==> config.mk <==
export PLATFORM = sky130hd
export DESIGN_NAME = int_to_ascii_dec_hex
export DESIGN_NICKNAME = d
export VERILOG_FILES = /design/src/design/itoa_pkg.sv /design/src/design/itoa_conv.sv /design/src/design/int_to_ascii_dec_hex.sv
export VERILOG_INCLUDE_DIRS = /design/src /design/src/design
export SDC_FILE = /design/constraint.sdc
export NUM_CORES = 1
export LEC_CHECK = 0
export BUFFER_PORTS_ARGS = -buffer_cell sky130_fd_sc_hd__clkbuf_2
export CAP_MARGIN = 0
export CORE_MARGIN = 3
export CORE_UTILIZATION = 40
export DETAILED_ROUTE_END_ITERATION = 6
export PLACE_DENSITY = 0.66
export SKIP_LAST_GASP = 1
export SLEW_MARGIN = 20
export SYNTH_ARGS = -nofsm -noshare
export SYNTH_HDL_FRONTEND = slang
export SYNTH_SLANG_ARGS = --single-unit
==> constraint.sdc <==
create_clock -name clock -period 17.3 [get_ports clock]
set_input_delay 3.46 -clock clock [delete_from_list [all_inputs] [get_ports clock]]
set_output_delay 3.46 -clock clock [all_outputs]
set_load 0.01 [all_outputs]
==> src/design/assert_macros.svh <==
// Assertion helpers for the RTL, included by int_to_ascii_dec_hex.sv.
`ifndef ASSERT_MACROS_SVH
`define ASSERT_MACROS_SVH

`ifndef SYNTHESIS

// Antecedent true implies consequent in the same cycle.
`define ASSERT_IMPLY(lbl, clk, rst, ante, cons, msg) \
   lbl: assert property (@(posedge clk) disable iff (rst) (ante) |-> (cons)) \
      else $error(msg);

// Antecedent true implies consequent in the next cycle.
`define ASSERT_NEXT(lbl, clk, rst, ante, cons, msg) \
   lbl: assert property (@(posedge clk) disable iff (rst) (ante) |=> (cons)) \
      else $error(msg);

// Condition must never hold.
`define ASSERT_NEVER(lbl, clk, rst, cond, msg) \
   lbl: assert property (@(posedge clk) disable iff (rst) !(cond)) \
      else $error(msg);

`else

`define ASSERT_IMPLY(lbl, clk, rst, ante, cons, msg)
`define ASSERT_NEXT(lbl, clk, rst, ante, cons, msg)
`define ASSERT_NEVER(lbl, clk, rst, cond, msg)

`endif

`endif

==> src/design/itoa_pkg.sv <==
`timescale 1ns / 1ps

package itoa_pkg;

   // Width of the integer operand
   localparam int VALUE_BITS = 31;

   // Digit slots: enough for every decimal and hex rendering of the operand
   localparam int DEC_DIGITS     = (VALUE_BITS * 30103) / 100000 + 2;
   localparam int HEX_DIGITS     = (VALUE_BITS + 3) / 4;
   localparam int NUM_DIGITS     = (DEC_DIGITS > HEX_DIGITS) ? DEC_DIGITS : HEX_DIGITS;
   localparam int DIGIT_IDX_BITS = $clog2(NUM_DIGITS);
   localparam int BIT_CNT_BITS   = $clog2(VALUE_BITS + 1);
   localparam int CHAR_BITS      = 7;

   // Character codes and digit/BCD constants
   localparam logic [CHAR_BITS-1:0] CHAR_ZERO    = 7'h30;
   localparam logic [CHAR_BITS-1:0] CHAR_X       = 7'h78;
   localparam logic [CHAR_BITS-1:0] CHAR_UPPER_A = 7'h41;
   localparam logic [3:0]           DIGIT_TEN    = 4'd10;
   localparam logic [3:0]           DIGIT_NINE   = 4'd9;
   localparam logic [3:0]           BCD_LIMIT    = 4'd4;
   localparam logic [3:0]           BCD_ADJUST   = 4'd3;

   typedef logic [NUM_DIGITS-1:0][3:0] digit_vec_type;

   typedef struct packed {
      logic [VALUE_BITS-1:0] value;
      logic                  hex_mode;
   } req_type;

   typedef struct packed {
      logic [CHAR_BITS-1:0] char_code;
      logic                 last_char;
   } rsp_type;

   // Control from the sequencer to the conversion unit
   typedef struct packed {
      logic                  start;
      logic                  hex_mode;
      logic [VALUE_BITS-1:0] value;
   } conv_ctrl_type;

   // Status back from the conversion unit
   typedef struct packed {
      logic busy;
      logic done;
   } conv_stat_type;

   typedef enum logic [2:0] {
      ST_IDLE,
      ST_CONV,
      ST_SKIP,
      ST_PREFIX0,
      ST_PREFIXX,
      ST_DIGIT
   } state_type;

   // One digit (0..15) to its upper-case ASCII character
   function automatic logic [CHAR_BITS-1:0] digit_char(input logic [3:0] d);
      logic [CHAR_BITS-1:0] c;
      if (d < DIGIT_TEN) begin
         c = CHAR_ZERO + {3'd0, d};
      end else begin
         c = CHAR_UPPER_A + {3'd0, d - DIGIT_TEN};
      end
      return c;
   endfunction

endpackage

==> src/design/itoa_conv.sv <==
`timescale 1ns / 1ps

// Digit converter: shift-and-add-3 (one operand bit per cycle) for decimal,
// direct nibble load for hex. Digits are left in a register for the sequencer.
module itoa_conv import itoa_pkg::*; (
   input  logic          clock,
   input  logic          reset,
   input  conv_ctrl_type ctrl,
   output conv_stat_type stat,
   output digit_vec_type digits
);

   digit_vec_type           bcd_ff, bcd_in;
   logic [VALUE_BITS-1:0]   shift_ff, shift_in;
   logic [BIT_CNT_BITS-1:0] cnt_ff, cnt_in;
   logic                    busy_ff, busy_in;
   logic                    done_ff, done_in;
   digit_vec_type           adj;
   logic [NUM_DIGITS*4:0]   shifted;

   // Add-3 correction on every digit at or above five
   always_comb begin
      for (int i = 0; i < NUM_DIGITS; i++) begin
         adj[i] = (bcd_ff[i] > BCD_LIMIT) ? bcd_ff[i] + BCD_ADJUST : bcd_ff[i];
      end
   end

   // Corrected digits shifted left with the next operand bit
   assign shifted = {adj, shift_ff[VALUE_BITS-1]};

   // Next-state for the conversion datapath
   always_comb begin
      bcd_in   = bcd_ff;
      shift_in = shift_ff;
      cnt_in   = cnt_ff;
      busy_in  = busy_ff;
      done_in  = 1'b0;
      if (ctrl.start) begin
         if (ctrl.hex_mode) begin
            bcd_in  = digit_vec_type'((NUM_DIGITS * 4)'(ctrl.value));
            done_in = 1'b1;
         end else begin
            bcd_in   = '0;
            shift_in = ctrl.value;
            cnt_in   = BIT_CNT_BITS'(VALUE_BITS);
            busy_in  = 1'b1;
         end
      end else if (busy_ff) begin
         bcd_in   = digit_vec_type'(shifted[NUM_DIGITS*4-1:0]);
         shift_in = {shift_ff[VALUE_BITS-2:0], 1'b0};
         cnt_in   = cnt_ff - BIT_CNT_BITS'(1);
         if (cnt_ff == BIT_CNT_BITS'(1)) begin
            busy_in = 1'b0;
            done_in = 1'b1;
         end
      end
   end

   always_ff @(posedge clock) begin
      if (reset) begin
         busy_ff <= 1'b0;
         done_ff <= 1'b0;
      end else begin
         busy_ff <= busy_in;
         done_ff <= done_in;
      end
      bcd_ff   <= bcd_in;
      shift_ff <= shift_in;
      cnt_ff   <= cnt_in;
   end

   assign digits    = bcd_ff;
   assign stat.busy = busy_ff;
   assign stat.done = done_ff;

endmodule

==> src/design/int_to_ascii_dec_hex.sv <==
`timescale 1ns / 1ps
`include "assert_macros.svh"

// Integer to ASCII text converter. Each request transaction carries a
// VALUE_BITS-wide unsigned value and a hex flag; the block answers with one
// response transaction per character, most significant digit first, with
// last_char set on the final one. Hex text gets a "0x" prefix and digits A-F;
// zero is always the single character "0". Per request: in decimal the
// shift-and-add-3 unit works through all VALUE_BITS operand bits, in hex the
// digits are loaded directly; then a leading-zero scan steps one digit slot
// per cycle over up to NUM_DIGITS slots (11), and the characters leave one
// per cycle when the consumer is ready. The block accepts no new request
// until the last character has been loaded into the response register.
module int_to_ascii_dec_hex import itoa_pkg::*; (
   input  logic    clock,
   input  logic    reset,
   input  logic    req_valid,
   output logic    req_ready,
   input  req_type req_data,
   output logic    rsp_valid,
   input  logic    rsp_ready,
   output rsp_type rsp_data
);

   state_type                 state_ff, state_in;
   logic [DIGIT_IDX_BITS-1:0] idx_ff, idx_in;
   logic                      hex_ff, hex_in;
   logic                      rsp_valid_ff, rsp_valid_in;
   rsp_type                   rsp_data_ff, rsp_data_in;

   conv_ctrl_type             conv_ctrl;
   conv_stat_type             conv_stat;
   digit_vec_type             digits;
   logic [3:0]                cur_digit;
   logic                      out_free;
   logic                      load;

   itoa_conv u_conv (
      .clock  (clock),
      .reset  (reset),
      .ctrl   (conv_ctrl),
      .stat   (conv_stat),
      .digits (digits)
   );

   assign cur_digit = digits[idx_ff];
   assign out_free  = !rsp_valid_ff || rsp_ready;

   // Sequencer: convert, skip leading zeros, emit prefix and digits
   always_comb begin
      state_in           = state_ff;
      idx_in             = idx_ff;
      hex_in             = hex_ff;
      req_ready          = 1'b0;
      load               = 1'b0;
      rsp_data_in        = rsp_data_ff;
      conv_ctrl.start    = 1'b0;
      conv_ctrl.hex_mode = req_data.hex_mode;
      conv_ctrl.value    = req_data.value;
      unique case (state_ff)
         ST_IDLE: begin
            req_ready = 1'b1;
            if (req_valid) begin
               conv_ctrl.start = 1'b1;
               hex_in          = req_data.hex_mode;
               idx_in          = DIGIT_IDX_BITS'(NUM_DIGITS - 1);
               state_in        = ST_CONV;
            end
         end
         ST_CONV: begin
            if (conv_stat.done) begin
               state_in = ST_SKIP;
            end
         end
         ST_SKIP: begin
            if (cur_digit == 4'd0 && idx_ff != '0) begin
               idx_in = idx_ff - DIGIT_IDX_BITS'(1);
            end else if (hex_ff && cur_digit != 4'd0) begin
               state_in = ST_PREFIX0;
            end else begin
               state_in = ST_DIGIT;
            end
         end
         ST_PREFIX0: begin
            if (out_free) begin
               load                  = 1'b1;
               rsp_data_in.char_code = CHAR_ZERO;
               rsp_data_in.last_char = 1'b0;
               state_in              = ST_PREFIXX;
            end
         end
         ST_PREFIXX: begin
            if (out_free) begin
               load                  = 1'b1;
               rsp_data_in.char_code = CHAR_X;
               rsp_data_in.last_char = 1'b0;
               state_in              = ST_DIGIT;
            end
         end
         ST_DIGIT: begin
            if (out_free) begin
               load                  = 1'b1;
               rsp_data_in.char_code = digit_char(cur_digit);
               rsp_data_in.last_char = (idx_ff == '0);
               if (idx_ff == '0) begin
                  state_in = ST_IDLE;
               end else begin
                  idx_in = idx_ff - DIGIT_IDX_BITS'(1);
               end
            end
         end
         default: begin
            state_in = ST_IDLE;
         end
      endcase
   end

   // Response register
   always_comb begin
      rsp_valid_in = rsp_valid_ff;
      if (load) begin
         rsp_valid_in = 1'b1;
      end else if (rsp_ready) begin
         rsp_valid_in = 1'b0;
      end
   end

   always_ff @(posedge clock) begin
      if (reset) begin
         state_ff     <= ST_IDLE;
         rsp_valid_ff <= 1'b0;
      end else begin
         state_ff     <= state_in;
         rsp_valid_ff <= rsp_valid_in;
      end
      idx_ff      <= idx_in;
      hex_ff      <= hex_in;
      rsp_data_ff <= rsp_data_in;
   end

   assign rsp_valid = rsp_valid_ff;
   assign rsp_data  = rsp_data_ff;

   // Conversion finishes only while the sequencer waits for it
   `ASSERT_IMPLY(a_done_in_conv, clock, reset, conv_stat.done, state_ff == ST_CONV,
      "conversion done outside wait state")

   // Decimal digits stay in BCD range
   `ASSERT_IMPLY(a_bcd_range, clock, reset, state_ff == ST_DIGIT && !hex_ff,
      cur_digit <= DIGIT_NINE, "decimal digit out of range")

   // The hex prefix is never the final character
   `ASSERT_IMPLY(a_prefix_not_last, clock, reset,
      rsp_valid_ff && (state_ff == ST_PREFIXX || state_ff == ST_DIGIT) && hex_ff
         && rsp_data_ff.char_code == CHAR_X,
      !rsp_data_ff.last_char, "prefix marked as last character")

   // No conversion is started while one is running
   `ASSERT_NEVER(a_no_restart, clock, reset, conv_stat.busy && conv_ctrl.start,
      "conversion started while busy")

   // After the final character is loaded the block returns to idle
   `ASSERT_NEXT(a_last_to_idle, clock, reset, load && rsp_data_in.last_char,
      state_ff == ST_IDLE && rsp_valid_ff && rsp_data_ff.last_char,
      "final character did not end the transaction")

endmodule

==> results.json, run 1 <==
{
  "skew_ps": 6.91,
  "final_cell_count_no_fill": 815,
  "multi_input_area_um2": 2620,
  "synth.avg_cell_area_um2": 9.74,
  "fillers": 1268,
  "synth-seq-cells": 99,
  "worstMarginPinSlew_ps": 987,
  "antenna_cells": 0,
  "floorplan.rows": 43,
  "status": "completed",
  "vias_per_cell": 5.37,
  "via_count": 4377,
  "dr.first_iter.drc_count": 278,
  "syn_nets": 663,
  "tns_ps": 0,
  "arrival_ps": 5340,
  "start_util_pct": 41.5,
  "synthTopCellsByArea": "edfxtp_1 (48%), nand2_1 (7.0%), ha_1 (6.2%), a21oi_1 (4.2%), o21ai_0 (3.4%)",
  "die_h_um": 127,
  "antenna_found_initial": 0,
  "synth_warnings": 0,
  "track_usage_pct": 15.8,
  "fin_crit_sh_pct": 30.5,
  "wirelength_mm": 12.4,
  "post_cts_buffers": 0,
  "drv_cap": 0,
  "htree_levels": 3,
  "boundaryPins": 46,
  "grt_max_degree": 97,
  "synth.top_cell.area_share_pct": 47.9,
  "crit_path_start_kind": "input port",
  "overflow": 0,
  "grt_pass1_vias": 4245,
  "ir_drop_mv": 0.0723,
  "drt-wirelength-per-cell_um": 15.3,
  "whs_path_depth": 2,
  "min_period_ps": 5280,
  "grt_pass1_wl_mm": 20.4,
  "numCtsBuffers": 9,
  "ctsResizeCount": 0,
  "ys.flop_type": "edfxtp_1",
  "seqCellArea_um2": 2910,
  "ctsHoldBuffers": 0,
  "ys_seq_area_share_pct": 50.0,
  "holdWs_ps": 516,
  "synth_edf_count": 93,
  "cts_tree": "done",
  "netlist_instances": 598,
  "fmax_mhz": 189,
  "firstDrtPassIters": 5,
  "coreArea_um2": 14000,
  "area_growth_pct": 11.6,
  "drc": 0,
  "synth_area_um2": 5820,
  "cp_max_fo": 50,
  "async_flop_share_pct": 0,
  "leakagePower_uw": 0.00264,
  "place_hpwl_mm": 8.72,
  "p_per_area_nw_per_um2": 126,
  "slew_headroom_pct": 34.2,
  "place_inst": 798,
  "dieArea_um2": 16000,
  "clkTransAtPathRegs_ps": 70,
  "yosysUniqueCellTypes": 58,
  "reg2regPathDepth": 8,
  "end_kind": "register",
  "io_buffer_count": 45,
  "yosysTopAreaCell": "edfxtp_1",
  "worst_skew_pair.late_latency_ps": 350,
  "gp_congestion": 0.838,
  "nNetsFinal": 695,
  "cp.required_ps": 17360,
  "setup_viol": 0,
  "maxSlewViolCount": 0,
  "hold_viol_final": 0,
  "ant_nets": 0,
  "path_class": "input port to register",
  "rsz0062_at_grt": "no",
  "clk_path_buf_depth": 2,
  "hp-class": "register to register",
  "drive_gt1_share_pct": 13.7,
  "cts_sinks": 99,
  "clock-root-buffer": "clkbuf_16",
  "die_w_um": 127
}
[registers in the layout, indices dropped and copies added (netlist names)]
signal / cells
u_conv.digits: 44
u_conv.shift_ff: 31
rsp_data: 8
u_conv.cnt_ff: 5
idx_ff: 4
state_ff: 3
hex_ff: 1
rsp_valid: 1
u_conv.busy_ff: 1
u_conv.done_ff: 1
[per-layer routing]
layer	up-vias	global-route usage, %	wire, µm
met2	124	24.3	5680
met3	22	2.91	686
met5	-	0	0
met1	2052	21.5	5780
li1	2179	-	-
met4	0	7.63	302
[report_power, final]
part / total [µW] / leakage (µW) / switching [µW] / internal (µW)
clock: 202 / 0.000140 / 89.4 / 113
combinational: 244 / 0.00155 / 141 / 104
sequential: 375 / 0.000951 / 41.7 / 334
[final cells by class]
cell class / instances / share of cell area, %
clock inverters: 5 / 0.982
well taps: 180 / 3.46
multi-input cells: 425 / 40.3
repair buffers: 49 / 4.23
clock buffers: 11 / 3.58
flip-flops and latches: 99 / 44.8
inverters: 46 / 2.68
[layout by cell type, fill, tap and decap left out, types with 3 or more instances in the layout]
cell type	n
mux2i_1	6
and3_1	4
a21oi_1	49
nor2_1	45
a221o_1	3
o21ai_0	39
nand2_1	109
mux4_2	5
clkinv_4	3
ha_1	29
or3b_2	3
buf_4	3
a22oi_1	4
edfxtp_1	93
clkbuf_16	9
inv_1	44
nor3_1	16
nand2b_1	7
dfxtp_1	6
a211oi_1	4
mux2_4	3
nand3_1	29
xnor2_1	22
clkbuf_2	45
nor2b_1	5
[kinds of logic (layout without fill, tap and decap cells)]
kind of cell / after synthesis / count (layout) / synth area share (%)
AO/OA/AOI/OAI: 129 / 129 / 13.6
XOR/XNOR: 24 / 24 / 3.61
adder cells (fa/ha/maj): 29 / 29 / 6.23
buffers and inverters: 74 / 111 / 5.31
flip-flops: 99 / 99 / 50.0
multiplexers: 17 / 17 / 4.32
AND/OR/NAND/NOR: 226 / 226 / 16.9
[final timing paths]
path,from,end,slack (ps)
worst max register to register,idx_ff[0]$_SDFFCE_PN0P_,idx_ff[0]$_SDFFCE_PN0P_,13840
worst max-delay path,req_valid,u_conv.cnt_ff[1]$_SDFFCE_PP1P_,12020
worst min register to register,u_conv.busy_ff$_SDFFE_PP0P_,u_conv.busy_ff$_SDFFE_PP0P_,520
worst min-delay path,u_conv.busy_ff$_SDFFE_PP0P_,u_conv.busy_ff$_SDFFE_PP0P_,520
[through the flow]
step | cell area [µm²] | worst slack [ps] | utilization (%) | power (µW)
2_1_floorplan | 5820 | 9420 | - | 557
3_3_place_gp | 6180 | 11330 | 44.0 | 605
3_5_place_dp | 6180 | 11240 | 44.0 | 621
4_1_cts | 6470 | 11630 | 46.1 | 826
5_1_grt | 6500 | 11820 | 46.3 | 878
6_report | 6500 | 12020 | 46.3 | 822
[Yosys cell counts, drive strengths merged, types with 4 or more instances]
master,instances
buf,15
mux2i,6
nand2,109
nor3,16
xnor2,22
nand3,29
a211oi,4
nor2,45
nor2b,5
clkbuf,13
mux2,6
a21oi,49
inv,44
nand2b,8
ha,29
edfxtp,93
a22oi,4
and3,4
mux4,5
o21ai,41
dfxtp,6
[critical path: stages]
cell and delay (ps):
clkbuf_2 120, nand2_1 50, buf_4 280, nand2b_2 120, buf_4 490, a21boi_4 550, buf_16 240
Note: power is estimated with default switching activity, not from simulation.
==> run 2: changes to the inputs <==
==> constraint.sdc (replaced) <==
create_clock -name clock -period 5.53 [get_ports clock]
set_input_delay 1.106 -clock clock [delete_from_list [all_inputs] [get_ports clock]]
set_output_delay 1.106 -clock clock [all_outputs]
set_load 0.01 [all_outputs]
==> run 2 against run 1 <==
Net effect:
- cell count increased by 0.12%
- sequential power increased to 3.1 times the previous value
- clock-buffer cell count decreased by 2
- largest power group unchanged
- critical path depth increased by 1
==> results.json, run 2 (synthesis results as in run 1) <==
{
  "dieArea_um2": 16000,
  "r2r_slack_ps": 2170,
  "path_class": "register to register",
  "boundaryPins": 46,
  "nNetsFinal": 696,
  "holdWs_ps": 507,
  "hold_viol_final": 0,
  "fmax_mhz": 298,
  "fin_crit_sh_pct": 60.8,
  "reg2regPathDepth": 8,
  "slew_headroom_pct": 40.0,
  "largest_reg_flops": 44,
  "wirelength_mm": 12.4,
  "status": "completed",
  "crit_path_start_kind": "register",
  "track_usage_pct": 15.9,
  "drc": 0,
  "via_count": 4323,
  "drt-wirelength-per-cell_um": 15.1,
  "antenna_found_initial": 0,
  "cts_sinks": 99,
  "min_period_ps": 3360,
  "path_cells": "mux2_4 -> a221o_1 -> a32o_1 -> inv_1 -> ha_1 -> o221a_2 -> nand3_1 -> a21oi_1",
  "critical_path.startpoint": "idx_ff[0]$_SDFFCE_PN0P_",
  "numCtsBuffers": 9,
  "cp_max_fo": 19,
  "cp.required_ps": 5530,
  "drive_gt1_share_pct": 14.2,
  "start_util_pct": 41.5,
  "critPathCapture": "idx_ff[0]$_SDFFCE_PN0P_",
  "dr.first_iter.drc_count": 285,
  "ir_drop_mv": 0.233,
  "overflow": 0,
  "leakagePower_uw": 0.00266,
  "cpPeakStageDelay_ps": 940,
  "floorplan.rows": 43,
  "fillers": 1310,
  "io_buffer_count": 45,
  "clock-root-buffer": "clkbuf_16",
  "maxSlewViolCount": 0,
  "r2r-start": "idx_ff[0]$_SDFFCE_PN0P_",
  "mostFrequentLayoutCells": "nand2_1 (109), edfxtp_1 (93), a21oi_1 (49)",
  "area_growth_pct": 12.2,
  "ant_nets": 0,
  "power.total_uw": 2620,
  "grt_pass1_wl_mm": 20.8,
  "rsz0062_at_grt": "no",
  "clk_path_buf_depth": 2,
  "cts_tree": "done",
  "die_h_um": 127,
  "hp-class": "register to register",
  "firstDrtPassIters": 4,
  "r2r_end": "idx_ff[0]$_SDFFCE_PN0P_",
  "htree_levels": 3,
  "skew_ps": 10.7,
  "arrival_ps": 3360,
  "p_per_area_nw_per_um2": 400,
  "drv_cap": 0,
  "worstMarginPinSlew_ps": 900,
  "ctsHoldBuffers": 0,
  "grt_max_degree": 97,
  "ctsResizeCount": 0,
  "place_hpwl_mm": 8.74,
  "vias_per_cell": 5.30,
  "coreArea_um2": 14000,
  "grt_pass1_vias": 4293,
  "antenna_cells": 0,
  "post_cts_buffers": 0,
  "critPathSlowestCell": "edfxtp_1",
  "final_common_cell": "nand2_1",
  "die_w_um": 127,
  "clkTransAtPathRegs_ps": 60,
  "gp_congestion": 0.770,
  "worst_skew_pair.late_latency_ps": 350,
  "tns_ps": 0,
  "end_kind": "register",
  "setup_viol": 0
}
==> run 2: cell types whose count changed in the layout (fill, tap and decap cells not counted) <==
cell        delta
inv_6          +3
clkinv_2       +2
clkinvlp_4     -1
buf_4          +1
clkinv_4       -3
clkbuf_1       -2
bufinv_16      +1
==> run 2: how the worst min path moves through the flow <==
stage | startpoint | end | depth (start not counted) | slack (ps)
final | u_conv.busy_ff$_SDFFE_PP0P_ | u_conv.busy_ff$_SDFFE_PP0P_ | 2 | 510
after floorplan | u_conv.busy_ff$_SDFFE_PP0P_ | u_conv.busy_ff$_SDFFE_PP0P_ | 2 | 480
after global placement | u_conv.busy_ff$_SDFFE_PP0P_ | u_conv.busy_ff$_SDFFE_PP0P_ | 2 | 500
after detailed placement | u_conv.busy_ff$_SDFFE_PP0P_ | u_conv.busy_ff$_SDFFE_PP0P_ | 2 | 500
after CTS | u_conv.busy_ff$_SDFFE_PP0P_ | u_conv.busy_ff$_SDFFE_PP0P_ | 2 | 510
after global routing | u_conv.shift_ff[16]$_DFFE_PP_ | u_conv.shift_ff[17]$_DFFE_PP_ | 2 | 550
==> run 2: metal layers <==
layer	share of wire (%)	up-vias	wire length [µm]	track usage (%)
met5	0	-	0	0
met1	50	2036	6120	22.5
met2	45	91	5600	24.5
li1	-	2180	-	-
met3	3.6	16	450	2.95
met4	1.5	0	189	5.74
==> run 2: power by group <==
part           switching (µW)  internal, µW  total, µW  leakage, µW
combinational             426           323        749      0.00155
clock                     288           400        688     0.000161
sequential                135          1040       1180     0.000951
total                     849          1770       2620      0.00266
==> run 2: area by class of cell <==
cell class	count	area (µm²)	share of cell area (%)
clock inverters	7	96.3	1.47
well taps	180	225	3.45
repair buffers	50	283	4.33
inverters	46	174	2.66
flip-flops and latches	99	2910	44.6
multi-input cells	425	2620	40.0
clock buffers	9	225	3.45
==> run 2: stage by stage <==
step	instance area, µm²	utilization, %	std cells	setup slack (ps)
floorplan	5820	-	598	0.464
global placement	6180	44.0	799	1900
detailed placement	6180	44.0	799	1860
CTS	6500	46.3	815	2150
global route	6530	46.5	816	1920
finish	6530	46.5	816	2170
==> run 2: worst max-delay path, delay by kind of cell, from the launching register on <==
kind / cells / cell delay, ps
fa+ha+maj: 1 / 220
buf+inv: 1 / 190
flops: 1 / 940
simple gates: 1 / 90
compound gates: 4 / 1220
mux: 1 / 350
